$ cat config.mk
export PLATFORM = sky130hd
export DESIGN_NAME = cgnbm_log_cell
export DESIGN_NICKNAME = d
export VERILOG_FILES = /design/src/hw/rtl/cgnbm_pkg.sv /design/src/hw/rtl/cgnbm_log_cell.sv
export SDC_FILE = /design/constraint.sdc
export NUM_CORES = 2
export LEC_CHECK = 0
export BUFFER_PORTS_ARGS = -buffer_cell sky130_fd_sc_hd__buf_2
export CAP_MARGIN = 20
export CORE_ASPECT_RATIO = 0.7
export CORE_MARGIN = 4
export CORE_UTILIZATION = 50
export CTS_CLUSTER_DIAMETER = 30
export DETAILED_ROUTE_END_ITERATION = 10
export HOLD_SLACK_MARGIN = 0.1
export PLACE_DENSITY = 0.7
export SLEW_MARGIN = 20
export SYNTH_ARGS = -nofsm -noshare
export SYNTH_HDL_FRONTEND = slang
export SYNTH_SLANG_ARGS = --single-unit
$ cat constraint.sdc
create_clock -name clk -period 11.3 [get_ports clk]
set_input_delay 1.13 -clock clk [delete_from_list [all_inputs] [get_ports clk]]
set_output_delay 1.13 -clock clk [all_outputs]
set_load 0.01 [all_outputs]
$ cat src/hw/rtl/cgnbm_pkg.sv
`default_nettype none
// ----------------------------------------------------------------------------
// Box-Muller noise package
// Shared constants and tables for the complex Gaussian noise generator.
// ----------------------------------------------------------------------------
package cgnbm_pkg;

  localparam int UNIFORM_BITS_DEF = 16;
  localparam int ITER_STEPS       = 24;
  localparam int CORDIC_W         = 34;
  localparam int SIGMA_W          = 16;
  localparam int OUT_W            = 24;
  localparam int FRAC_Q           = 24;

  localparam logic [SIGMA_W-1:0] SIGMA_RESET = 16'd256;
  localparam logic [31:0] INV_GAIN_Q30 = 32'd652032874;
  localparam logic [31:0] LN2_Q32      = 32'd2977044472;

  localparam logic [31:0] ATAN_TURNS [0:ITER_STEPS-1] = '{
    32'h20000000, 32'h12E4051E, 32'h09FB385B, 32'h051111D4,
    32'h028B0D43, 32'h0145D7E1, 32'h00A2F61E, 32'h00517C55,
    32'h0028BE53, 32'h00145F2F, 32'h000A2F98, 32'h000517CC,
    32'h00028BE6, 32'h000145F3, 32'h0000A2FA, 32'h0000517D,
    32'h000028BE, 32'h0000145F, 32'h00000A30, 32'h00000518,
    32'h0000028C, 32'h00000146, 32'h000000A3, 32'h00000051
  };

endpackage
`default_nettype wire

$ cat src/hw/rtl/cgnbm_log_cell.sv
`default_nettype none
// ----------------------------------------------------------------------------
// Log cell
// One squaring step of the -log2 mantissa recurrence; yields one fraction bit.
// ----------------------------------------------------------------------------
module cgnbm_log_cell #(
  parameter int PW = 5
) (
  input  wire logic                                 clk,
  input  wire logic                                 en,
  input  wire logic [30:0]                          x_in,
  input  wire logic [cgnbm_pkg::ITER_STEPS-1:0]     frac_in,
  input  wire logic [PW-1:0]                        p_in,
  output logic      [30:0]                          x_r,
  output logic      [cgnbm_pkg::ITER_STEPS-1:0]     frac_r,
  output logic      [PW-1:0]                        p_r
);

  logic [61:0] sq;
  logic [31:0] y;
  logic [30:0] x_nxt;
  logic        bit_nxt;

  always_comb begin
    sq = 62'(x_in) * 62'(x_in);
    y  = sq[61:30];
    bit_nxt = y[31];
    if (y[31]) begin
      x_nxt = y[31:1];
    end else begin
      x_nxt = y[30:0];
    end
  end

  always_ff @(posedge clk) begin
    if (en) begin
      x_r    <= x_nxt;
      frac_r <= {frac_in[cgnbm_pkg::ITER_STEPS-2:0], bit_nxt};
      p_r    <= p_in;
    end
  end

endmodule
`default_nettype wire

# After elaboration in Yosys (flattened, before gate mapping)
# Cells that the tools add are included.
# word_totals
rom_bits	0
output_inout_bits	60
mem_bits_rw	0
mem_count	0
regBits	60
latch_bits	0
input_bits	62
# classes
shift	0
n_reduce_logical	0
n_mul	1
mux	1
add_sub_neg	0
order_cmp	0
div_mod_pow	0
n_eq_ne	0
bitwise_logic	0
# ops
op	n
$mul A31 B31 Y62	1
$mux W30	1

# Depth between registers and ports, before layout
# depth
word_depth	2
depth_mapped	30
ltp_nobuf	27

# Worst setup path after synthesis
# Ideal clock, no wire load.
# synth_timing
path_type	input-to-reg
startpoint	input port x_in[25]
endpoint	register x_r[24], data pin
path_slack_ns	3.012
stages	27
required_ns	11.040
arrival_time_ns	8.029
cell_sequence	clkbuf_1 -> clkbuf_1 -> nand2_1 -> fa_1 -> fa_1 -> inv_1 -> fa_1 -> inv_1 -> fa_1 -> inv_1 -> fa_1 -> fa_1 -> fa_1 -> inv_1 -> fa_1 -> inv_1 -> ha_1 -> a21oi_1 -> o21ai_2 -> o21bai_1 -> a21oi_1 -> o21ai_1 -> a2111oi_4 -> o31ai_2 -> a41oi_1 -> xnor2_1 -> mux2_2
# synth_between
elab_chain_cells	2
# synth_rtl
item	line_no	source
start: declaration	cgnbm_log_cell.sv:11	input wire logic [30:0] x_in,
$mul A31 B31 Y62	cgnbm_log_cell.sv:25	sq = 62'(x_in) * 62'(x_in);
$mux W30	cgnbm_log_cell.sv:28	if (y[31]) begin
net x_nxt[24]	cgnbm_log_cell.sv:21	logic [30:0] x_nxt;
end signal: assignment	cgnbm_log_cell.sv:37	x_r <= x_nxt;
end: declaration	cgnbm_log_cell.sv:14	output logic [30:0] x_r,
# The timed path passes the listed nets, and every way through them passes these cells.
# A chain may end at the register's enable or synchronous reset.

# Final worst setup path
# layout_timing
startpoint	input port x_in[18]
endpoint	register x_r[0], data pin
# Same word-level chain as after synthesis.

==> flow_summary_export.csv <==
group,metric,value,unit
timing,hold_viol_final,0,
worst_setup_path,cp_max_fo,29,
run_status,status,"complete, no violations",
min_path,min_to,"p_r[0]",
yosys,syn_nets,4094,
min_path,hold_path_depth,1,
clock_network,tritoncts,"yes",
detailed_routing,drt-initial-drc-count,1294,
yosys,yosys_warnings,0,
layout,antenna_cells,0,
layout,stdcell_count,3819,
yosys,ys_types,65,
yosys,synth_top_area_share,50.85,%
timing,clock.fmax,0.1062,GHz
timing,period_needed,9.418,ns
layout,final_nets,4132,
timing,finalSetupViolations,0,
worst_setup_path,endpoint_kind,"flip-flop",
timing,slew_headroom,30.86,%
yosys,ys_seq_area_share,6.127,%
detailed_routing,avgViaCountPerCell,5.128,
die,io-pin-count,122,
detailed_routing,ant_nets,0,
global_route,gr-total-overflow,0,
yosys,synth-seq-cells,60,
timing,fin_ws,1.882,ns
yosys,synth_flop_cell,"edfxtp_1",
placed_design,io_buffers,120,
yosys,synth_cells,3016,
yosys,synth-edff-count,60,
detailed_routing,first_pass_iters,6,
min_path,hp-class,"in -> reg",
min_path,min_from,"p_in[0]",
layout,area_delta_synth_final,5.093,%
die,die_height,210.9,microns
global_route,grt_pass1_vias,21320,
layout,fillers,5225,
die,initial_core_util,50.49,%
global_route,track_usage,23.86,%
yosys,synth_area,29410,sq um
clock_network,cts_root_buf,"clkbuf_16",
detailed_routing,vias,19580,
die,rows,74,
flow_run,max_cap_viol_count,0,
yosys,synthArstFlopShare,0,%
layout,final_util,53.07,%
clock_network,cts_buffers,9,
clock_network,hold_buffers,0,
clock_network,cts_setup_buffers,0,
clock_network,htreeDepth,3,
timing,finalCritPeriodShare,83.35,%
die,coreArea,58240,sq um
timing,slew_viol_final,0,
timing,rsz0062_at_grt,"no",
global_route,antenna_found_initial,0,
global_route,grt_max_degree,61,
detailed_routing,routedWlPerCell,18.68,microns
worst_setup_path,arrival,9.48,ns
yosys,yosysTopAreaCell,"fa_1",
layout,drive_above_1_share,7.028,%
placed_design,place_congestion,0.9214,
timing,tightest_slew,1.037,ns
placed_design,placed_cells,3803,
yosys,avgSynthCellArea,9.750,sq um
yosys,synth.area.top_cells,"fa_1 51%, inv_1 12%, ha_1 11%",
global_route,grt_first_pass_wirelength,117600,microns
layout,seqCellArea,1802,sq um
detailed_routing,drc,0,
placed_design,dpl.hpwl,59990,microns
die,die_area,62820,sq um
die,dieWidth,297.9,microns
layout,multi_input_area,23700,sq um
worst_setup_path,worstPathRequired,11.36,ns
detailed_routing,wl,71360,microns
timing,tns,0,ns
clock_network,cts_resized,0,
placed_design,dp_slack,1.676,ns
clock_network,clock-sinks,60,
worst_setup_path,worstSetupPathType,"in -> reg",
worst_setup_path,critPathLaunchType,"primary input",
clock_network,clk_pin_slew,0.05,ns
clock_network,clk_path_buf_depth,2,
cell usage after synthesis, drive strengths merged, types with 27 or more instances:
| cell | instances |
|---|---|
| nor2 | 57 |
| clkbuf | 98 |
| a21oi | 70 |
| xor2 | 28 |
| o21ai | 54 |
| and2 | 192 |
| mux2 | 27 |
| ha | 269 |
| xnor2 | 33 |
| edfxtp | 60 |
| fa | 747 |
| inv | 911 |
| nand2 | 292 |
final cells by class:
type / instances / share of cell area, %
multi-input cells: 1932 / 76.69
inverters: 912 / 11.08
flip-flops and latches: 60 / 5.830
well taps: 760 / 3.077
repair buffers: 139 / 2.405
clock buffers: 10 / 0.7409
clock inverters: 6 / 0.1781
flip-flops by register name, summed over array words and instances (netlist names):
register and cells:
x_r 31, frac_r 24, p_r 5
cells by family after synthesis:
family,Yosys count,share of synthesized area (%)
and+or+nand+nor,619,10.30
AOI/OAI and AO/OA,203,4.587
adders and majority gates,1016,62.30
muxes,33,1.532
buffers and inverters,1024,13.27
DFF,60,6.127
xor gates and xnor gates,61,1.881
metal layers:
| metal | part of all wire, % | vias up | GRT usage (%) |
|---|---|---|---|
| met1 | 45 | 9893 | 35.62 |
| met2 | 44 | 740 | 36.41 |
| met3 | 9.6 | 68 | 6.237 |
| met5 | 0 | - | 0 |
| li1 | - | 8882 | - |
| met4 | 1.4 | 0 | 3.191 |
per-stage QoR:
step / cell area (sq um) / hold WS [ns]
2_1_floorplan: 29410 / 1.229
3_3_place_gp: 30620 / 1.306
3_5_place_dp: 30620 / 1.308
4_1_cts: 30900 / 0.9744
5_1_grt: 30900 / 0.9710
6_report: 30900 / 0.9845
placed cells by master, fill, tap and decap left out, types with 15 or more instances in the layout:
cell        n
edfxtp_1   60
inv_1     911
xor2_1     28
buf_4      19
nor2_1     54
and2_1    192
a21oi_1    66
a21o_1     26
buf_2     120
fa_1      747
mux2_4     23
nand4_1    15
o21ai_0    44
nand2_1   292
xnor2_1    32
ha_1      269
how the worst max path moves through the flow:
stage / startpoint / endpoint / slack, ns / cells past startpoint
3_3_place_gp: x_in[18] / x_r[1] / 1.75 / 25
4_1_cts: x_in[18] / x_r[0] / 1.98 / 25
3_5_place_dp: x_in[18] / x_r[0] / 1.68 / 24
5_1_grt: x_in[18] / x_r[1] / 1.51 / 24
6_report: x_in[18] / x_r[0] / 1.88 / 25
2_1_floorplan: x_in[25] / x_r[24] / 3.01 / 27
critical path: stages:
cell and delay (ns):
buf_2 0.70, and2_1 0.26, fa_1 0.53, fa_1 0.54, fa_1 0.54, inv_1 0.08
fa_1 0.50, inv_1 0.05, fa_1 0.54, fa_1 0.42, fa_1 0.50, inv_1 0.05
fa_1 0.54, inv_1 0.06, ha_1 0.51, nand2_1 0.08, o21ai_0 0.33, a21oi_1 0.17
a31oi_1 0.25, o21ai_2 0.13, nor2_2 0.18, nor2_4 0.06, xnor2_4 0.49, buf_4 0.42
mux2_2 0.38
Power is left out: the tool's default activity adds up to more than one toggle a clock period on the data nets, which glitch-free logic cannot reach.
