<file path="src/hw/rtl/cgnbm_pkg.sv">
`default_nettype none
// ----------------------------------------------------------------------------
// Box-Muller noise package
// Shared constants and tables for the complex Gaussian noise generator.
// ----------------------------------------------------------------------------
package cgnbm_pkg;

  localparam int UNIFORM_BITS_DEF = 16;
  localparam int ITER_STEPS       = 24;
  localparam int CORDIC_W         = 34;
  localparam int SIGMA_W          = 16;
  localparam int OUT_W            = 24;
  localparam int FRAC_Q           = 24;

  localparam logic [SIGMA_W-1:0] SIGMA_RESET = 16'd256;
  localparam logic [31:0] INV_GAIN_Q30 = 32'd652032874;
  localparam logic [31:0] LN2_Q32      = 32'd2977044472;

  localparam logic [31:0] ATAN_TURNS [0:ITER_STEPS-1] = '{
    32'h20000000, 32'h12E4051E, 32'h09FB385B, 32'h051111D4,
    32'h028B0D43, 32'h0145D7E1, 32'h00A2F61E, 32'h00517C55,
    32'h0028BE53, 32'h00145F2F, 32'h000A2F98, 32'h000517CC,
    32'h00028BE6, 32'h000145F3, 32'h0000A2FA, 32'h0000517D,
    32'h000028BE, 32'h0000145F, 32'h00000A30, 32'h00000518,
    32'h0000028C, 32'h00000146, 32'h000000A3, 32'h00000051
  };

endpackage
`default_nettype wire

</file>
<file path="src/hw/rtl/cgnbm_cordic_cell.sv">
`default_nettype none
// ----------------------------------------------------------------------------
// CORDIC cell
// One rotation step of the angle recurrence in turns.
// ----------------------------------------------------------------------------
module cgnbm_cordic_cell #(
  parameter int IDX = 0
) (
  input  wire logic                                  clk,
  input  wire logic                                  en,
  input  wire logic signed [cgnbm_pkg::CORDIC_W-1:0] x_in,
  input  wire logic signed [cgnbm_pkg::CORDIC_W-1:0] y_in,
  input  wire logic signed [cgnbm_pkg::CORDIC_W-1:0] z_in,
  input  wire logic        [1:0]                     q_in,
  output logic      signed [cgnbm_pkg::CORDIC_W-1:0] x_r,
  output logic      signed [cgnbm_pkg::CORDIC_W-1:0] y_r,
  output logic      signed [cgnbm_pkg::CORDIC_W-1:0] z_r,
  output logic             [1:0]                     q_r
);

  localparam logic signed [cgnbm_pkg::CORDIC_W-1:0] ANG =
    $signed(cgnbm_pkg::CORDIC_W'(cgnbm_pkg::ATAN_TURNS[IDX]));

  logic signed [cgnbm_pkg::CORDIC_W-1:0] dx, dy, x_nxt, y_nxt, z_nxt;

  always_comb begin
    dx = y_in >>> IDX;
    dy = x_in >>> IDX;
    if (!z_in[cgnbm_pkg::CORDIC_W-1]) begin
      x_nxt = x_in - dx;
      y_nxt = y_in + dy;
      z_nxt = z_in - ANG;
    end else begin
      x_nxt = x_in + dx;
      y_nxt = y_in - dy;
      z_nxt = z_in + ANG;
    end
  end

  always_ff @(posedge clk) begin
    if (en) begin
      x_r <= x_nxt;
      y_r <= y_nxt;
      z_r <= z_nxt;
      q_r <= q_in;
    end
  end

endmodule
`default_nettype wire

</file>
<file path="config.mk">
export PLATFORM = sky130hd
export DESIGN_NAME = cgnbm_cordic_cell
export DESIGN_NICKNAME = d
export VERILOG_FILES = /design/src/hw/rtl/cgnbm_pkg.sv /design/src/hw/rtl/cgnbm_cordic_cell.sv
export SDC_FILE = /design/constraint.sdc
export NUM_CORES = 1
export LEC_CHECK = 0
export BUFFER_PORTS_ARGS = -buffer_cell sky130_fd_sc_hd__buf_4
export CORE_MARGIN = 3
export CORE_UTILIZATION = 30
export DETAILED_ROUTE_END_ITERATION = 7
export PLACE_DENSITY = 0.47
export SYNTH_ARGS = -nofsm -noshare
export SYNTH_HDL_FRONTEND = slang
export SYNTH_SLANG_ARGS = --single-unit
</file>
<file path="constraint.sdc">
create_clock -name clk -period 4.05 [get_ports clk]
set_input_delay 0.2025 -clock clk [delete_from_list [all_inputs] [get_ports clk]]
set_output_delay 0.2025 -clock clk [all_outputs]
set_load 0.01 [all_outputs]
</file>
# Yosys cells after proc, flatten, opt, wreduce, memory -nomap -nowiden

Index checks and enable logic that the tools add are counted.
W data, S select, Z words.

Mux-type cells: 3
$add $sub $neg: 5

Operators by type and width:

| kind                     | number |
|---|---|
| $mux W34                 | 3 |
| $sub A34 B34 Y34         | 2 |
| $add A34 B31 Y34 const B | 1 |
| $add A34 B34 Y34         | 1 |
| $sub A34 B31 Y34 const B | 1 |

Flip-flop bits (word level): 104

# Depth between registers and ports, before layout

Word-level depth: 2
Depth in mapped cells: 12
Mapped depth without buffers: 12

# Worst setup path after synthesis

Ideal clock, no wire load.

Path kind: input to register
From: input x_in[15] (netlist bit)
To: register x_r[30] (netlist bit) (data pin)
Stages on the path: 11
Buffers on the path: 0
Library setup time: 269 ps
Slack: 1508 ps
Data arrival time: 2273 ps
Cells stage by stage: inv_1 ha_1 or3_4 nor4_4 o2111ai_2 nand3_2 o211ai_4 o311ai_4 a311oi_2 a2bb2oi_2 xor2_1

Longest elaborated chain between the ends: 2
Elaborated cells between the ends (all ways): 3
Classes of those cells: add/sub: 2; mux: 1

Ends and longest elaborated chain:

| element                                                     | RTL line                                         | text |
|---|---|---|
| from (decl)                                                 | cgnbm_cordic_cell.sv:11                          | `input wire logic signed [cgnbm_pkg::CORDIC_W-1:0] x_in,` |
| $sub A34 B34 Y34 / $add A34 B34 Y34 (equally long branches) | cgnbm_cordic_cell.sv:30, cgnbm_cordic_cell.sv:34 |  |
| $mux W34 *                                                  | cgnbm_cordic_cell.sv:29                          | `if (!z_in[cgnbm_pkg::CORDIC_W-1]) begin` |
| via x_nxt, one bit                                          | cgnbm_cordic_cell.sv:24                          | `logic signed [cgnbm_pkg::CORDIC_W-1:0] dx, dy, x_nxt, y_nxt, z_nxt;` |
| to (signal assigned)                                        | cgnbm_cordic_cell.sv:42                          | `x_r <= x_nxt;` |
| to (decl)                                                   | cgnbm_cordic_cell.sv:15                          | `output logic signed [cgnbm_pkg::CORDIC_W-1:0] x_r,` |

The timed path passes the listed nets; every way through them passes the cells marked *.
A chain may end at the register's enable or synchronous reset.

# Final worst setup path

From: input x_in[10] (netlist bit)
To: register x_r[30] (netlist bit) (data pin)

Same word-level chain as after synthesis.

==> results <==
- Walking the worst path, the cells encountered are buf_4 > inv_1 > ha_1 > nand2_1 > nor3_1 > a21bo_2 > a21boi_0 > o41ai_1 > nand2_1 > a2bb2oi_2 > xor2_1.
- The flow ran to the end, and the final reports show no timing, DRC or antenna violations.
- The count of final setup violators is 0.
- Cell internal power was estimated by the tool at 2401 µW.
- The post-CTS setup-driven buffer insertion count is 0.
- Dividing the synthesized area by the synthesized cell count gives 8.976 µm².
- The wire length after detailed routing is 29.74 mm.
- The worst setup path is captured at a register.
- After clock tree synthesis, the clock-pin slew on the worst setup and hold paths is 0.08 ns.
- The cell repeated most along the worst path is sky130_fd_sc_hd__nand2_1.
- The upper clock frequency limit is 327.9 MHz.
- The fraction of power consumed by combinational cells is 0.381.
- The synthesized netlist contains 80 unique library cells.
- The number of nets in the synthesized netlist is ~1200.
- For this design, the CTS-stage hold fixing added 4 buffers.
- The sum of overflow across all layers after global routing is 0.
- The total routing usage reported by global routing is 0.1773.
- The switching share of total power is 0.3556.
- The max-slew violation count is 0.
- TritonCTS built the clock tree.
- The initial antenna violation count came to 0.
- Port buffering added 209 buffers.
- Hold timing on the final database bottoms out at a slack of 0.01842 ns.
- The number of flip-flops and latches in the synthesized netlist is 103.
- The slack of the critical path is 1.000 ns.
- The peak per-stage delay on the critical path is 0.58 ns.
- At the pin with the least slew margin, the transition time is around 0.94 ns.
- In the global route stage, met2 resource usage came out at 0.2825.
- The height of the die is 179.3 µm.
- The maximum vdd drop is 180.3 µV.
- The instance area after placement is 0.01091 mm².
- The initial core utilization is 0.3090.
- The number of failing hold endpoints at the final stage is 0.
- The number of buffers between clock root and the deepest sink is 2.
- Of the cells placed in the final design, the portion with a size suffix greater than 1 is 0.2112.
- Measured along the x axis, the die boundary spans 179.3 µm.
- Of the total power, registers draw 0.383.
- The routed layout has 8040 vias.
- The number of nets with antenna violations after routing is 0.
- The worst slew slack as a fraction of its limit is 0.3759.
- At the worst endpoint, the arrival time is 3.15 ns.
- met2 is the most crowded layer.
- The net count reported at finish is 1407.
- The tightest min-delay check is of the in -> reg type.
- The total clock buffers created by CTS is 9.
- The share of the Yosys chip area taken by registers is 0.3432.
- Adding up every negative setup slack in the final design gives 0 ns.
- The H-tree generated during clock tree synthesis spans 3 levels.
- 0 antenna diodes ended up in the layout.
- At the placement stage, the worst setup path has a slack of 0.6535 ns.
- The root buffer cell chosen for the clock tree is sky130_fd_sc_hd__clkbuf_16.
- By area the synthesized netlist is led by sky130_fd_sc_hd__edfxtp_1 34%, sky130_fd_sc_hd__ha_1 14%, sky130_fd_sc_hd__a21oi_1 6.5%.
- Setup repair after global routing left no endpoint under its margin.
- In this run, the number of DRC markers left after iteration 0 of detailed routing was 625.
- The total iterations of the first detailed-routing run is 5.
- The static leakage is 0.004885 µW.
- The total of fill cells in the finished design is 2991.
- The cell count after synthesis came out at 1004.
- In this run the count of I/O pins placed on the die edge is 210.
- Clock tree synthesis found a total of 103 sinks.
- The worst setup path is launched from an input pin.
- The type of the setup path with the least slack is in -> reg.
- The most numerous cell in the Yosys netlist is sky130_fd_sc_hd__a21oi_1.
- Summing all non-filler instances in the final layout gives an area of 0.01127 mm².
- The cell taking the most area after synthesis is sky130_fd_sc_hd__edfxtp_1.
- After floorplanning, the core was divided into just over 60 placement rows.
- Across the run, the number of max-cap violations was 0.
- The first global-routing pass estimated 44.36 mm of wire.
- At the worst endpoint, the required time is slightly above 4 ns.
- The area fraction of the dominant cell type after synthesis is 0.3432.
- Subtracting the final worst setup slack from the clock period gives slightly above 3 ns.
- Power spread over the standard cell area amounts to between 300 and 400 mW/mm².
- The count of cells resized by post-cts repair is 0.
- After detailed routing, the average wire length per cell comes to 18.80 µm.
- The synthesized design contains 103 enable-type register cells.
- The HPWL reported at the end of detailed placement is 23.36 mm.
- The global placement routability congestion is 0.8510.
- For this run, design rule violations remaining after detail routing come to 0.
- The floorplan die area is ~0.032 mm².
- The number of global-route vias before repair is 7654.
- During synthesis, Yosys emitted a total of 0 warnings.
- The area growth from synthesis to layout is 25.03%.
- In the global route stage, met3 resource usage came out at 0.02859.
- The core area is 0.02917 mm².
- The pin count of the biggest net entering global routing is between 80 and 90.
- In this run the worst path has a maximum fanout of 12.
- The mapped netlist covers 0.009012 mm².
- The met1 layer usage reported by global route is 0.2578.
- The share of flip-flops with an asynchronous set or reset after synthesis is 0.
- In the synthesized netlist, the cells that appear most often are 117 x sky130_fd_sc_hd__a21oi_1, 108 x sky130_fd_sc_hd__inv_1, 103 x sky130_fd_sc_hd__edfxtp_1, 103 x sky130_fd_sc_hd__ha_1, 79 x sky130_fd_sc_hd__nor2_1.
- In the finished design, the share of the clock period the worst path needs comes to 0.7530.
- The standard cell with the maximum stage delay on the critical path is sky130_fd_sc_hd__o41ai_1.
- The relative contribution of the clock network to total power is 0.236.
- The commonest register cell after synthesis is sky130_fd_sc_hd__edfxtp_1.
- The switching component of the power is ~1300 µW.
- The via count normalized by instance count is about 5.
- The total power is 3726 µW.
## critical path, delay by kind of cell
family / cells / cell delay, ns
xor+xnor: 1 / 0.08
simple gates: 3 / 0.82
fa+ha+maj: 1 / 0.56
compound gates: 4 / 1.34
buf+inv: 2 / 0.14
## power by group through the flow
stage,clock (µW),sequential (µW),combinational [µW]
floorplan,0,1520,727
global placement,0,1460,1410
detailed placement,0,1460,1410
CTS,920,1430,1420
global route,951,1440,1550
finish,880,1430,1420
## per-stage QoR
step,util,cells
2_1_floorplan,-,1004
3_3_place_gp,0.3740,1559
3_5_place_dp,0.3740,1559
4_1_cts,0.3850,1578
5_1_grt,0.3863,1582
6_report,0.3863,1582
## flip-flops by register name, summed over array words and instances, names as in the netlist
register / flops
q_r: 2
x_r: 34
y_r: 33
z_r: 34
## kinds of logic (layout without fill, tap and decap cells)
group                    Yosys count  count (layout)  share of synthesized area
AO/OA/AOI/OAI                    321             321                     0.2289
XOR/XNOR                          68              68                    0.06608
adder cells (fa/ha/maj)          107             107                     0.1519
buffers and inverters            155             349                    0.06789
flip-flops                       103             103                     0.3432
multiplexers                      10              10                    0.01111
AND/OR/NAND/NOR                  240             240                     0.1309
## routing by layer
metal / up-vias / share of wire / wire [µm]
met5: - / 0 / 0
met4: 0 / 0.0052 / 155
met3: 12 / 0.066 / 1965
met2: 285 / 0.45 / 13410
met1: 3793 / 0.48 / 14210
li1: 3950 / - / -
## path summary, 6_finish.rpt
path                  end  slack [ns]     start  cells after the start
setup / recovery  x_r[30]        1.00  x_in[10]                     11
hold / removal     z_r[5]        0.02   z_in[5]                      1
## placed cells by master, fill, tap and decap left out, types with 12 or more instances in the layout
cell	count
sky130_fd_sc_hd__edfxtp_1	103
sky130_fd_sc_hd__a21oi_1	117
sky130_fd_sc_hd__nor2_1	79
sky130_fd_sc_hd__a21o_1	17
sky130_fd_sc_hd__ha_1	103
sky130_fd_sc_hd__nand2b_1	16
sky130_fd_sc_hd__nor3_1	19
sky130_fd_sc_hd__nand3_1	25
sky130_fd_sc_hd__o21ai_0	76
sky130_fd_sc_hd__o21bai_1	13
sky130_fd_sc_hd__inv_1	108
sky130_fd_sc_hd__nand2_1	44
sky130_fd_sc_hd__xnor2_1	59
sky130_fd_sc_hd__nor2b_1	12
sky130_fd_sc_hd__buf_4	214
## cell type report
class / instances / area, µm² / area share
repair buffers: 222 / 1687 / 0.1497
clock buffers: 9 / 225.2 / 0.01999
multi-input cells: 746 / 5308 / 0.4710
clock inverters: 6 / 55.05 / 0.004886
inverters: 112 / 420.4 / 0.03731
flip-flops and latches: 103 / 3093 / 0.2745
well taps: 384 / 480.5 / 0.04264
(Power assumes the default switching activity.)
