### src/hw/rtl/cgnbm_sqrt_cell.sv
`default_nettype none
// ----------------------------------------------------------------------------
// Square root cell
// One result bit of a digit-by-digit integer square root; carries a tag along.
// ----------------------------------------------------------------------------
module cgnbm_sqrt_cell #(
  parameter int SQ  = 27,
  parameter int IDX = 0,
  parameter int TW  = 68
) (
  input  wire logic                clk,
  input  wire logic                en,
  input  wire logic [2*SQ-1:0]     v_in,
  input  wire logic [SQ+1:0]       rem_in,
  input  wire logic [SQ-1:0]       res_in,
  input  wire logic [TW-1:0]       tag_in,
  output logic      [2*SQ-1:0]     v_r,
  output logic      [SQ+1:0]       rem_r,
  output logic      [SQ-1:0]       res_r,
  output logic      [TW-1:0]       tag_r
);

  logic [SQ+1:0] rem_sh, trial, rem_nxt;
  logic [SQ-1:0] res_nxt;

  always_comb begin
    rem_sh = {rem_in[SQ-1:0], v_in[2*(SQ-1-IDX)+1 -: 2]};
    trial  = {res_in, 2'b01};
    if (rem_sh >= trial) begin
      rem_nxt = rem_sh - trial;
      res_nxt = {res_in[SQ-2:0], 1'b1};
    end else begin
      rem_nxt = rem_sh;
      res_nxt = {res_in[SQ-2:0], 1'b0};
    end
  end

  always_ff @(posedge clk) begin
    if (en) begin
      v_r   <= v_in;
      rem_r <= rem_nxt;
      res_r <= res_nxt;
      tag_r <= tag_in;
    end
  end

endmodule
`default_nettype wire

### config.mk
export PLATFORM = sky130hd
export DESIGN_NAME = cgnbm_sqrt_cell
export DESIGN_NICKNAME = d
export VERILOG_FILES = /design/src/hw/rtl/cgnbm_sqrt_cell.sv
export SDC_FILE = /design/constraint.sdc
export NUM_CORES = 1
export LEC_CHECK = 0
export BUFFER_PORTS_ARGS = -buffer_cell sky130_fd_sc_hd__buf_4
export CORE_AREA = 2 2 139 141
export CTS_BUF_LIST = sky130_fd_sc_hd__clkbuf_4 sky130_fd_sc_hd__clkbuf_8
export DETAILED_ROUTE_END_ITERATION = 8
export DIE_AREA = 0 0 141 143
export PLACE_DENSITY = 0.78
export SYNTH_ARGS = -nofsm -noshare
export SYNTH_HDL_FRONTEND = slang
export SYNTH_SLANG_ARGS = --single-unit
### constraint.sdc
create_clock -name clk -period 6.1 [get_ports clk]
set_clock_uncertainty 0.05 [all_clocks]
set_input_delay 1.22 -clock clk [delete_from_list [all_inputs] [get_ports clk]]
set_output_delay 1.22 -clock clk [all_outputs]
set_load 0.05 [all_outputs]
Word-level counts from Yosys, hierarchy flattened
Cells that the tools add are included.
Operators by class
  add/subtract/negate cells: 1
  $lt $le $gt $ge: 1
  mux-type cells: 2
Operators with widths (number)
  29-bit greater-or-equal comparator: 1
  29-bit 2-to-1 mux: 1
  29-bit subtractor: 1
  1-bit 2-to-1 mux: 1
Storage, ports and cells
  register bits: 178
  bits of input ports: 180
  output and inout port bits: 178
  logic and storage cells: 8

Depth between registers and ports, before layout
Gate-level depths: netlist of the first run.
  word-level depth: 2
  depth in mapped cells: 11
  depth with buffers taken out: 9

Least setup slack after synthesis of the first run
Ideal clock, no wire load.
  kind: in2reg
  start point: in res_in[18]
  end point: reg rem_r[11] (data pin)
  arrival time: 3.438 ns
  path slack: 2.353 ns
  cell stages on the path: 10
  buffers on the path: 1
  cells stage by stage: inv_1 > ha_1 > a21oi_1 > o21ai_0 > a41o_1 > and3_2 > a211oi_2 > or2_4 > clkbuf_8 > mux2_2
On the way
  longest elaborated chain between the ends: 2
RTL lines
  start, declared: RTL line 15  | input wire logic [SQ-1:0] res_in,
  29-bit greater-or-equal comparator: RTL line 29  | if (rem_sh >= trial) begin
  29-bit 2-to-1 mux: RTL line 29
  net rem_nxt[11]: RTL line 23  | logic [SQ+1:0] rem_sh, trial, rem_nxt;
  end signal, assigned: RTL line 41  | rem_r <= rem_nxt;
  end, declared: RTL line 18  | output logic [SQ+1:0] rem_r,
The timed path passes the listed nets, and every way through them passes these cells.
A chain may end at the register's enable or synchronous reset.

Final worst setup path of the first run
  start point: in rem_in[2]
  end point: reg rem_r[18] (data pin)
On the way
  longest elaborated chain between the ends: 2
  elaborated cells on any way between the ends: 3
RTL lines
  start, declared: RTL line 14  | input wire logic [SQ+1:0] rem_in,
  29-bit subtractor or 29-bit greater-or-equal comparator (tied branches): RTL line 30, 29
  29-bit 2-to-1 mux *: RTL line 29
  net rem_nxt[18]: RTL line 23
Mark *: on every way through the listed nets, which the timed path passes. The rest lies on a longest branch.

==> metrics.txt, run 1 <==
period utilisation layout 64.2%; Die Height 143 um; placed cell area 0.0105 sq mm; via count of the first global-routing pass 5473; clk root buf sky130_fd_sc_hd__clkbuf_8; Via Count 5635; final cell count without fillers between 1000 and 1500; RSZ-0062 raised after global routing no; number of antenna violations at the first check in global routing 2; worst hold path startpoint tag_in[25]; share of flip-flops with an asynchronous set or reset after synthesis 0%; DRC errors left 0; TritonCTS clock tree built; Synth Area in Adders approximately 4.8%; Mapped Nets 710; final period demand of the worst path 3910 ps; most area-consuming cells after synthesis sky130_fd_sc_hd__edfxtp_1 70%, sky130_fd_sc_hd__ha_1 4.8%, sky130_fd_sc_hd__mux2_2 3.3%, sky130_fd_sc_hd__o21ai_0 1.8%, sky130_fd_sc_hd__inv_1 1.7%; vias per cell 5.07; top cell type's share of synthesized area 70.4%; CTS-repair resized insts 0; Total Nets Final 1072; post-CTS setup buffer count 0; leakage 4.70 nW; half-perimeter wire length of the detailed placement result 17400 um; critical path startpoint category input port; type of the setup path with the least slack input port to register; Port Buffer Count 355; fill cell count about 1500; number of instances in the synthesized netlist 501; final weighted congestion in routability-driven placement 0.938; Wirelength per Cell 20.2 um; most used routing layer met2; Worst Max-Slew Pin Slew 1160 ps; flip-flop and latch count after synthesis 178; met3 capacity usage during global routing 6.37%; worst setup margin roughly 2200 ps; Mapped Area roughly 0.0076 sq mm; synth-to-layout area growth 43.1%; fraction of layout instances using a drive strength above 1 between 40% and 50%; timing startpoint of the critical path rem_in[2]; proportion of synthesized area in mux cells 3.40%; post-synthesis xor/xnor area fraction 2.54%; wire length of the first global-routing pass 32100 um; number of enable-type register cells in the synthesized netlist 178; crit-path max FO 30; maximum number of pins on one net before global-route repair 95; initial cell density of the core 40.9%; Chip Width 141 um; final count of negative-setup-slack endpoints 0; first drt pass iteration count 5; iteration-0 DRC count of the detailed router 391; met2 routing resource usage after global routing 37.6%; kind of end point of the critical path register; area of the die 0.0202 sq mm; number of hold violations in the final report 0; worst min-delay path class input port to register; I/O pins 358; TritonCTS sink count 178; area fraction in compound gates after synthesis 9.53%; area of all placed cells without fillers 0.0109 sq mm; number of levels in the clock H-tree 4; Std-Cell Core Area 0.0186 sq mm; result of the run finished clean; Power Density 298 mW/mm^2; synthesized-area fraction occupied by and/or/nand/nor cells 6.13%; Row Count 50; dominant combinational cell family by area after synthesis compound AO/OA/AOI/OAI gates; YS warnings 0; Total Routing Usage GR 21.5%; mean instance size in the synthesized netlist 15.2 sq um; total of max-cap violations 0; hold_ws ~870 ps; remaining global-route overflow 0; final slew viol count 0; Placement Setup Slack 1750 ps; count of different cell masters after synthesis 57; library cell with the largest summed area after synthesis sky130_fd_sc_hd__edfxtp_1; Post-synth top flop sky130_fd_sc_hd__edfxtp_1; Antenna Violating Nets Remaining 0; Fin Setup TNS 0 ps; Worst VDD drop ~0.00013 V; number of placed instances with taps included around 1100; Final Routed Wirelength between 20000 and 25000 um; portion of the post-synthesis area used by sequential elements 70.4%; Worst Path Required roughly 6200 ps; arrival time worst endpoint 4060 ps; number of buffers inserted by hold repair at cts 0; GR Layer Usage met1 between 20% and 30%; slew margin rel. a little over a fifth; clock buffers created by TritonCTS 17; max frequency 255 MHz; clock-pin slew of the registers on the worst-case setup and hold paths 110 ps; Max Root-Sink Buffers 2
[flip-flops by register name, indices dropped and copies added, names as in the netlist]
name	cells
tag_r	68
v_r	54
rem_r	29
res_r	27
[worst max-delay path: stages]
cell	delay, ps
sky130_fd_sc_hd__buf_4	110
sky130_fd_sc_hd__ha_1	220
sky130_fd_sc_hd__or3_1	380
sky130_fd_sc_hd__o22ai_1	320
sky130_fd_sc_hd__o21a_1	230
sky130_fd_sc_hd__o211ai_1	260
sky130_fd_sc_hd__a211oi_2	250
sky130_fd_sc_hd__buf_4	200
sky130_fd_sc_hd__or2_4	440
sky130_fd_sc_hd__mux2_2	390
[cell families after synthesis]
group           count (synthesis)
compound gates                106
xor+xnor                       22
fa+ha+maj                      29
buf+inv                        50
flops                         178
mux                            23
simple gates                   93
[power breakdown]
| group | internal [mW] | total (mW) | switching [mW] |
|---|---|---|---|
| Sequential | 1.47 | 1.50 | 0.0293 |
| Clock | 0.309 | 0.797 | 0.488 |
| Combinational | 0.316 | 0.942 | 0.626 |
| Total | 2.10 | 3.24 | 1.14 |
[routing by layer]
metal,part of all wire [%],vias up
li1,-,2635
met1,39,2733
met4,1.5,2
met3,7.1,25
met2,52,240
met5,0.045,-
[synth_stat cells, types with 2 or more instances]
cell,number
sky130_fd_sc_hd__a211oi_1,3
sky130_fd_sc_hd__a21o_1,13
sky130_fd_sc_hd__a21o_2,2
sky130_fd_sc_hd__a21oi_1,23
sky130_fd_sc_hd__a31oi_1,4
sky130_fd_sc_hd__and3_1,6
sky130_fd_sc_hd__buf_2,4
sky130_fd_sc_hd__buf_4,4
sky130_fd_sc_hd__buf_6,2
sky130_fd_sc_hd__clkbuf_1,2
sky130_fd_sc_hd__clkbuf_8,2
sky130_fd_sc_hd__edfxtp_1,178
sky130_fd_sc_hd__ha_1,29
sky130_fd_sc_hd__inv_1,35
sky130_fd_sc_hd__mux2_2,22
sky130_fd_sc_hd__nand2_1,26
sky130_fd_sc_hd__nand3_1,7
sky130_fd_sc_hd__nand4_1,7
sky130_fd_sc_hd__nor2_1,20
sky130_fd_sc_hd__nor3_1,11
sky130_fd_sc_hd__nor3b_1,2
sky130_fd_sc_hd__o2111ai_1,2
sky130_fd_sc_hd__o211ai_1,3
sky130_fd_sc_hd__o21a_1,6
sky130_fd_sc_hd__o21ai_0,28
sky130_fd_sc_hd__o22ai_1,3
sky130_fd_sc_hd__o311ai_0,2
sky130_fd_sc_hd__o31ai_1,4
sky130_fd_sc_hd__or2_2,2
sky130_fd_sc_hd__or3_1,2
sky130_fd_sc_hd__xnor2_1,15
sky130_fd_sc_hd__xor2_1,7
[final cells by class]
class	count	area (sq um)	share of cell area, %
Sequential cell	178	5350	49.2
Antenna cell	1	2.50	0.0230
Multi-Input combinational cell	273	2000	18.4
Inverter	35	131	1.21
Clock buffer	17	234	2.15
Timing Repair Buffer	358	2690	24.8
Tap cell	234	293	2.70
Clock inverter	15	161	1.49
[cells in the final DEF (no fill, tap or decap), drive strengths merged, types with 3 or more instances in the layout]
cell type | netlist | layout
o211ai | 3 | 3
or2 | 3 | 3
buf | 10 | 358
a21oi | 23 | 23
xnor2 | 15 | 15
and3 | 8 | 8
nor2 | 20 | 20
inv | 35 | 42
o31ai | 4 | 4
a21o | 15 | 15
a211oi | 4 | 4
nand2 | 26 | 26
clkinv | 0 | 8
mux2 | 22 | 22
nand4 | 7 | 7
ha | 29 | 29
edfxtp | 178 | 178
o22ai | 3 | 3
o21ai | 28 | 28
clkbuf | 5 | 17
nor3 | 11 | 11
xor2 | 7 | 7
o311ai | 3 | 3
a31oi | 4 | 4
o21a | 6 | 6
nand3 | 7 | 7
[stage by stage]
step                      util, %  power [mW]
after floorplan                 -        2.13
after global placement       56.3        2.46
after detailed placement     56.3        2.47
after CTS                    58.4        3.27
after global routing         58.4        3.36
final                        58.5        3.24
[worst paths after layout]
path	endpoint	slack [ps]	depth (start not counted)
min	tag_r[25]	870	1
max	rem_r[18]	2190	10
Power figures use the tool's default switching activity.
==> inputs of run 2 (changes only) <==
--- a/config.mk
+++ b/config.mk
@@ -10,7 +10,7 @@
 export CTS_BUF_LIST = sky130_fd_sc_hd__clkbuf_4 sky130_fd_sc_hd__clkbuf_8
 export DETAILED_ROUTE_END_ITERATION = 8
 export DIE_AREA = 0 0 141 143
-export PLACE_DENSITY = 0.78
+export PLACE_DENSITY = 0.8
 export SYNTH_ARGS = -nofsm -noshare
 export SYNTH_HDL_FRONTEND = slang
 export SYNTH_SLANG_ARGS = --single-unit
==> constraint.sdc (replaced) <==
create_clock -name clk -period 3.3 [get_ports clk]
set_clock_uncertainty 0.05 [all_clocks]
set_input_delay 0.66 -clock clk [delete_from_list [all_inputs] [get_ports clk]]
set_output_delay 0.66 -clock clk [all_outputs]
set_load 0.05 [all_outputs]
==> run 2 against run 1 <==
Non-clock buffer count increased by 32. Global-route usage shrank 0.34 points. Via count is 1.3% higher. Clock power is 79% higher. Count of clock-buffer cells in the layout stayed put. Routed wire length down 0.57%. Die area unchanged. Sequential cell count stayed put. Final cell count is 2.7% higher. Critical path type unchanged. Critical endpoint is now rem_r[21]. Sequential share of layout area down 1.2 points. Power is 86% higher.
==> metrics.txt, run 2 (synthesis results as in run 1) <==
Power Density 541 mW/mm^2; final slew viol count 0; Placement Setup Slack -2.07 ps; Worst Setup EP rem_r[21]; wire length of the first global-routing pass between 30000 and 40000 um; Final Routed Wirelength roughly 22000 um; Worst VDD drop between 0.0002 and 0.00025 V; crit-path max FO 10; iteration-0 DRC count of the detailed router 362; number of hold violations in the final report 0; number of buffers inserted by hold repair at cts 0; Max Root-Sink Buffers 2; number of antenna violations at the first check in global routing 0; kind of end point of the critical path register; slew margin rel. between 60 and 70%; vias per cell 5.00; CTS-repair resized insts 0; area of all placed cells without fillers 0.0111 sq mm; Row Count 50; Worst Path Required approximately 3500 ps; clock buffers created by TritonCTS 17; final standard cell utilization of the core 59.9%; final weighted congestion in routability-driven placement between 0.9 and 1; synth-to-layout area growth 46.6%; DRC errors left 0; Total Nets Final 1104; Largest register FFs 68; remaining global-route overflow 0; RSZ-0062 raised after global routing no; final period demand of the worst path ~2800 ps; Chip Width 141 um; type of the setup path with the least slack input port to register; area occupied by registers 0.00535 sq mm; Std-Cell Core Area ~0.019 sq mm; initial cell density of the core roughly two fifths; Die Height 143 um; clock-pin slew of the registers on the worst-case setup and hold paths 110 ps; biggest regs tag_r (68), v_r (54), rem_r (29); worst setup margin 468 ps; final count of negative-setup-slack endpoints 0; total of max-cap violations 0; I/O pins ~360; worst min-delay path class input port to register; critical path startpoint category input port; maximum number of pins on one net before global-route repair 77; most frequent cells in the layout 385 x sky130_fd_sc_hd__buf_4, 178 x sky130_fd_sc_hd__edfxtp_1, 35 x sky130_fd_sc_hd__inv_1; fill cell count 1466; first drt pass iteration count 4; period utilisation layout a little under nine tenths; placed cell area 0.0108 sq mm; fraction of layout instances using a drive strength above 1 50.3%; Worst Max-Slew Pin Slew 559 ps; PnR Total Power 6.02 mW; number of levels in the clock H-tree 4; area occupied by multi-input gates 0.00200 sq mm; largest reg by FF count tag_r; Via Count 5709; max frequency 353 MHz; post-CTS setup buffer count 0; final cell count without fillers 1141; clk root buf sky130_fd_sc_hd__clkbuf_8; Antenna Violating Nets Remaining 0; timing startpoint of the critical path rem_in[2]; TritonCTS sink count 178; half-perimeter wire length of the detailed placement result around 17000 um; leakage 4.86 nW; ant diodes 0; most common library cell in the layout ignoring fill and taps sky130_fd_sc_hd__buf_4; area of the die 0.0202 sq mm; Total Routing Usage GR 21.1%; TritonCTS clock tree built; Port Buffer Count around 360; arrival time worst endpoint about 3000 ps; number of placed instances with taps included 1110; via count of the first global-routing pass around 5500; Wirelength per Cell a little under 20 um; result of the run finished clean
run 2: changes by cell type in the layout (fill, tap and decap cells not counted):
cell	before	now
sky130_fd_sc_hd__inv_8	5	3
sky130_fd_sc_hd__clkinv_1	1	0
sky130_fd_sc_hd__clkinv_4	4	3
sky130_fd_sc_hd__buf_4	357	385
sky130_fd_sc_hd__diode_2	1	0
sky130_fd_sc_hd__inv_6	2	3
sky130_fd_sc_hd__buf_12	0	4
sky130_fd_sc_hd__clkinv_8	3	2
sky130_fd_sc_hd__clkinvlp_4	0	3
run 2: worst max-delay path: stages:
cell and delay (ps):
sky130_fd_sc_hd__buf_4 110, sky130_fd_sc_hd__ha_1 220, sky130_fd_sc_hd__or3_1 380, sky130_fd_sc_hd__o22ai_1 330, sky130_fd_sc_hd__o21a_1 220, sky130_fd_sc_hd__o211ai_1 150, sky130_fd_sc_hd__a211oi_2 230, sky130_fd_sc_hd__or2_4 200
sky130_fd_sc_hd__buf_12 140, sky130_fd_sc_hd__mux2_2 340
run 2: metrics by stage:
step                      TNS [ps]  hold slack [ps]
after floorplan                  0              709
after global placement           0              788
after detailed placement     -2.81              789
after CTS                        0              288
after global routing             0              280
final                            0              313
run 2: layout make-up:
cell class | instances | area share (%)
Inverter | 35 | 1.18
Clock buffer | 17 | 2.10
Timing Repair Buffer | 390 | 26.8
Sequential cell | 178 | 48.0
Multi-Input combinational cell | 273 | 18.0
Clock inverter | 14 | 1.27
Tap cell | 234 | 2.63
run 2: power by group:
| part | internal (mW) | switching (mW) |
|---|---|---|
| combinational | 0.644 | 1.17 |
| clock | 0.554 | 0.879 |
| sequential | 2.72 | 0.0566 |
run 2: worst min path at each step:
stage                    start   endpoint  slack [ps]  depth (start not counted)
finish              tag_in[36]  tag_r[36]         310                          1
detailed placement     v_in[8]     v_r[8]         790                          1
CTS                   v_in[42]    v_r[42]         290                          1
floorplan            res_in[9]  res_r[10]         710                          0
global placement      v_in[23]    v_r[23]         790                          1
global route          v_in[17]    v_r[17]         280                          1
run 2: per-layer routing:
| layer | vias up | GRT usage (%) | part of all wire (%) |
|---|---|---|---|
| met5 | - | 0 | 0 |
| met1 | 2726 | 24.7 | 38 |
| li1 | 2697 | - | - |
| met3 | 39 | 6.51 | 7.3 |
| met4 | 0 | 6.84 | 2.7 |
| met2 | 247 | 37.3 | 52 |
==> inputs of run 3 (changes only) <==
--- a/config.mk
+++ b/config.mk
@@ -10,7 +10,7 @@
 export CTS_BUF_LIST = sky130_fd_sc_hd__clkbuf_4 sky130_fd_sc_hd__clkbuf_8
 export DETAILED_ROUTE_END_ITERATION = 8
 export DIE_AREA = 0 0 141 143
-export PLACE_DENSITY = 0.8
+export PLACE_DENSITY = 0.79
 export SYNTH_ARGS = -nofsm -noshare
 export SYNTH_HDL_FRONTEND = slang
 export SYNTH_SLANG_ARGS = --single-unit
==> constraint.sdc (replaced) <==
create_clock -name clk -period 3.38 [get_ports clk]
set_clock_uncertainty 0.05 [all_clocks]
set_input_delay 0.676 -clock clk [delete_from_list [all_inputs] [get_ports clk]]
set_output_delay 0.676 -clock clk [all_outputs]
set_load 0.05 [all_outputs]
==> run 3 against run 2 <==
Power shrank 2.6%. Critical path depth is the same. Global-route usage grew 0.12 points. Sequential share of layout area shrank 0.081 points.
==> metrics.txt, run 3 (synthesis results as in run 1) <==
result of the run finished clean; first drt pass iteration count 4; Largest register FFs just under 70; iteration-0 DRC count of the detailed router 302; period utilisation layout between 80 and 90%; maximum number of pins on one net before global-route repair 78; Max Root-Sink Buffers 2; arrival time worst endpoint 3090 ps; most common library cell in the layout ignoring fill and taps sky130_fd_sc_hd__buf_4; share of total power in combinational logic a little under a third; Total Nets Final 1106; delay of the slowest critical-path stage around 600 ps; slew margin rel. 52.9%; largest reg by FF count tag_r; switching share of total power between 30% and 40%; RSZ-0062 raised after global routing no; Chip Width approximately 140 um; number of antenna violations at the first check in global routing 2; Total Routing Usage GR 21.3%; type of the setup path with the least slack input port to register; area occupied by registers 0.00535 sq mm; net switching power 2.04 mW; clock-pin slew of the registers on the worst-case setup and hold paths 110 ps; clock buffers created by TritonCTS 17; max frequency 342 MHz; fraction of layout instances using a drive strength above 1 roughly half; total of max-cap violations 0; wire length of the first global-routing pass 31700 um; I/O pins 358; CTS-repair resized insts 0; half-perimeter wire length of the detailed placement result around 18000 um; placed cell area 0.0108 sq mm; number of placed instances with taps included around 1100; final period demand of the worst path 2930 ps; hold_ws 329 ps; crit-path max FO 6; TritonCTS sink count roughly 180; number of levels in the clock H-tree 4; Antenna Violating Nets Remaining 0; ant diodes 0; TritonCTS clock tree built; Wirelength per Cell 19.4 um; worst min-delay path class input port to register; Via Count 5709; number of buffers inserted by hold repair at cts 0; Fin Setup TNS 0 ps; final weighted congestion in routability-driven placement 0.909; area occupied by multi-input gates 0.00200 sq mm; most frequent cells in the layout 387 x sky130_fd_sc_hd__buf_4, 178 x sky130_fd_sc_hd__edfxtp_1, 35 x sky130_fd_sc_hd__inv_1; Power Density roughly 530 mW/mm^2; kind of end point of the critical path register; PnR Total Power 5.87 mW; via count of the first global-routing pass 5628; Die Height 143 um; cell internal power dissipation 3.83 mW; area of all placed cells without fillers 0.0111 sq mm; remaining global-route overflow 0; DRC errors left 0; final cell count without fillers 1143; synth-to-layout area growth 46.8%; Std-Cell Core Area 0.0186 sq mm; worst hold path startpoint v_in[2]; Final Routed Wirelength 22200 um; Port Buffer Count 355; clk root buf sky130_fd_sc_hd__clkbuf_8; final count of negative-setup-slack endpoints 0; Worst Path Required 3540 ps; biggest regs tag_r (68), v_r (54), rem_r (29); slowest library cell on the worst path sky130_fd_sc_hd__a2111oi_0; Worst VDD drop between 0.0002 and 0.00025 V; vias per cell 4.99; critical path startpoint category input port; leakage between 4 and 5 nW; portion of total power attributed to sequential cells between 40% and 50%; cell-by-cell trace of the critical path buf_4 -> inv_1 -> ha_1 -> a21oi_1 -> o21ai_0 -> a2111oi_0 -> or2_2 -> nor3b_1 -> a211oi_1 -> mux2_2; Clk pwr share 23.7%; Row Count 50; area of the die 0.0202 sq mm; final slew viol count 0; Worst Max-Slew Pin Slew 706 ps; number of hold violations in the final report 0; timing startpoint of the critical path res_in[17]; post-CTS setup buffer count 0; initial cell density of the core a little over 40%; fill cell count 1492
[run 3: cell types whose count changed in the layout (fill, tap and decap cells not counted)]
cell	before	now
sky130_fd_sc_hd__buf_4	385	387
sky130_fd_sc_hd__clkinv_4	3	4
sky130_fd_sc_hd__clkinvlp_4	3	2
sky130_fd_sc_hd__inv_6	3	2
sky130_fd_sc_hd__inv_8	3	4
[run 3: path summary, 6_finish.rpt]
check                    to  slack, ps  depth (start not counted)
setup / recovery  rem_r[26]        450                         10
hold / removal       v_r[2]        330                          1
[run 3: per-stage QoR]
step	util, %	setup WS (ps)
final	60.0	452
after global routing	60.0	359
after CTS	60.0	572
after detailed placement	58.0	77.1
after global placement	58.0	76.5
after floorplan	-	177
[run 3: critical path, delay by kind of cell]
family                     cells  cell delay, ps
muxes                          1             280
adders and majority gates      1             360
AOI/OAI and AO/OA              4            1170
and+or+nand+nor                2             470
buffers and inverters          2             130
[run 3: layout make-up]
cell class,instances,area share [%]
inverter,35,1.18
clock buffer,17,2.10
timing repair buffer,392,26.9
tap,234,2.63
multi-input combinational,273,18.0
clock inverter,14,1.30
sequential,178,48.0
[run 3: power groups by stage]
stage,Combinational (mW),Clock [mW],Sequential [mW]
floorplan,0.392,0,3.45
global placement,1.76,0,2.75
detailed placement,1.77,0,2.76
CTS,1.78,1.44,2.71
global route,1.86,1.50,2.73
finish,1.77,1.39,2.71
[run 3: routing by layer]
metal | vias up | global-route usage (%) | wire [um]
met5 | - | 0 | 30
met1 | 2707 | 23.8 | 8390
met2 | 245 | 37.3 | 11400
met3 | 47 | 6.98 | 1630
li1 | 2706 | - | -
met4 | 4 | 9.16 | 750
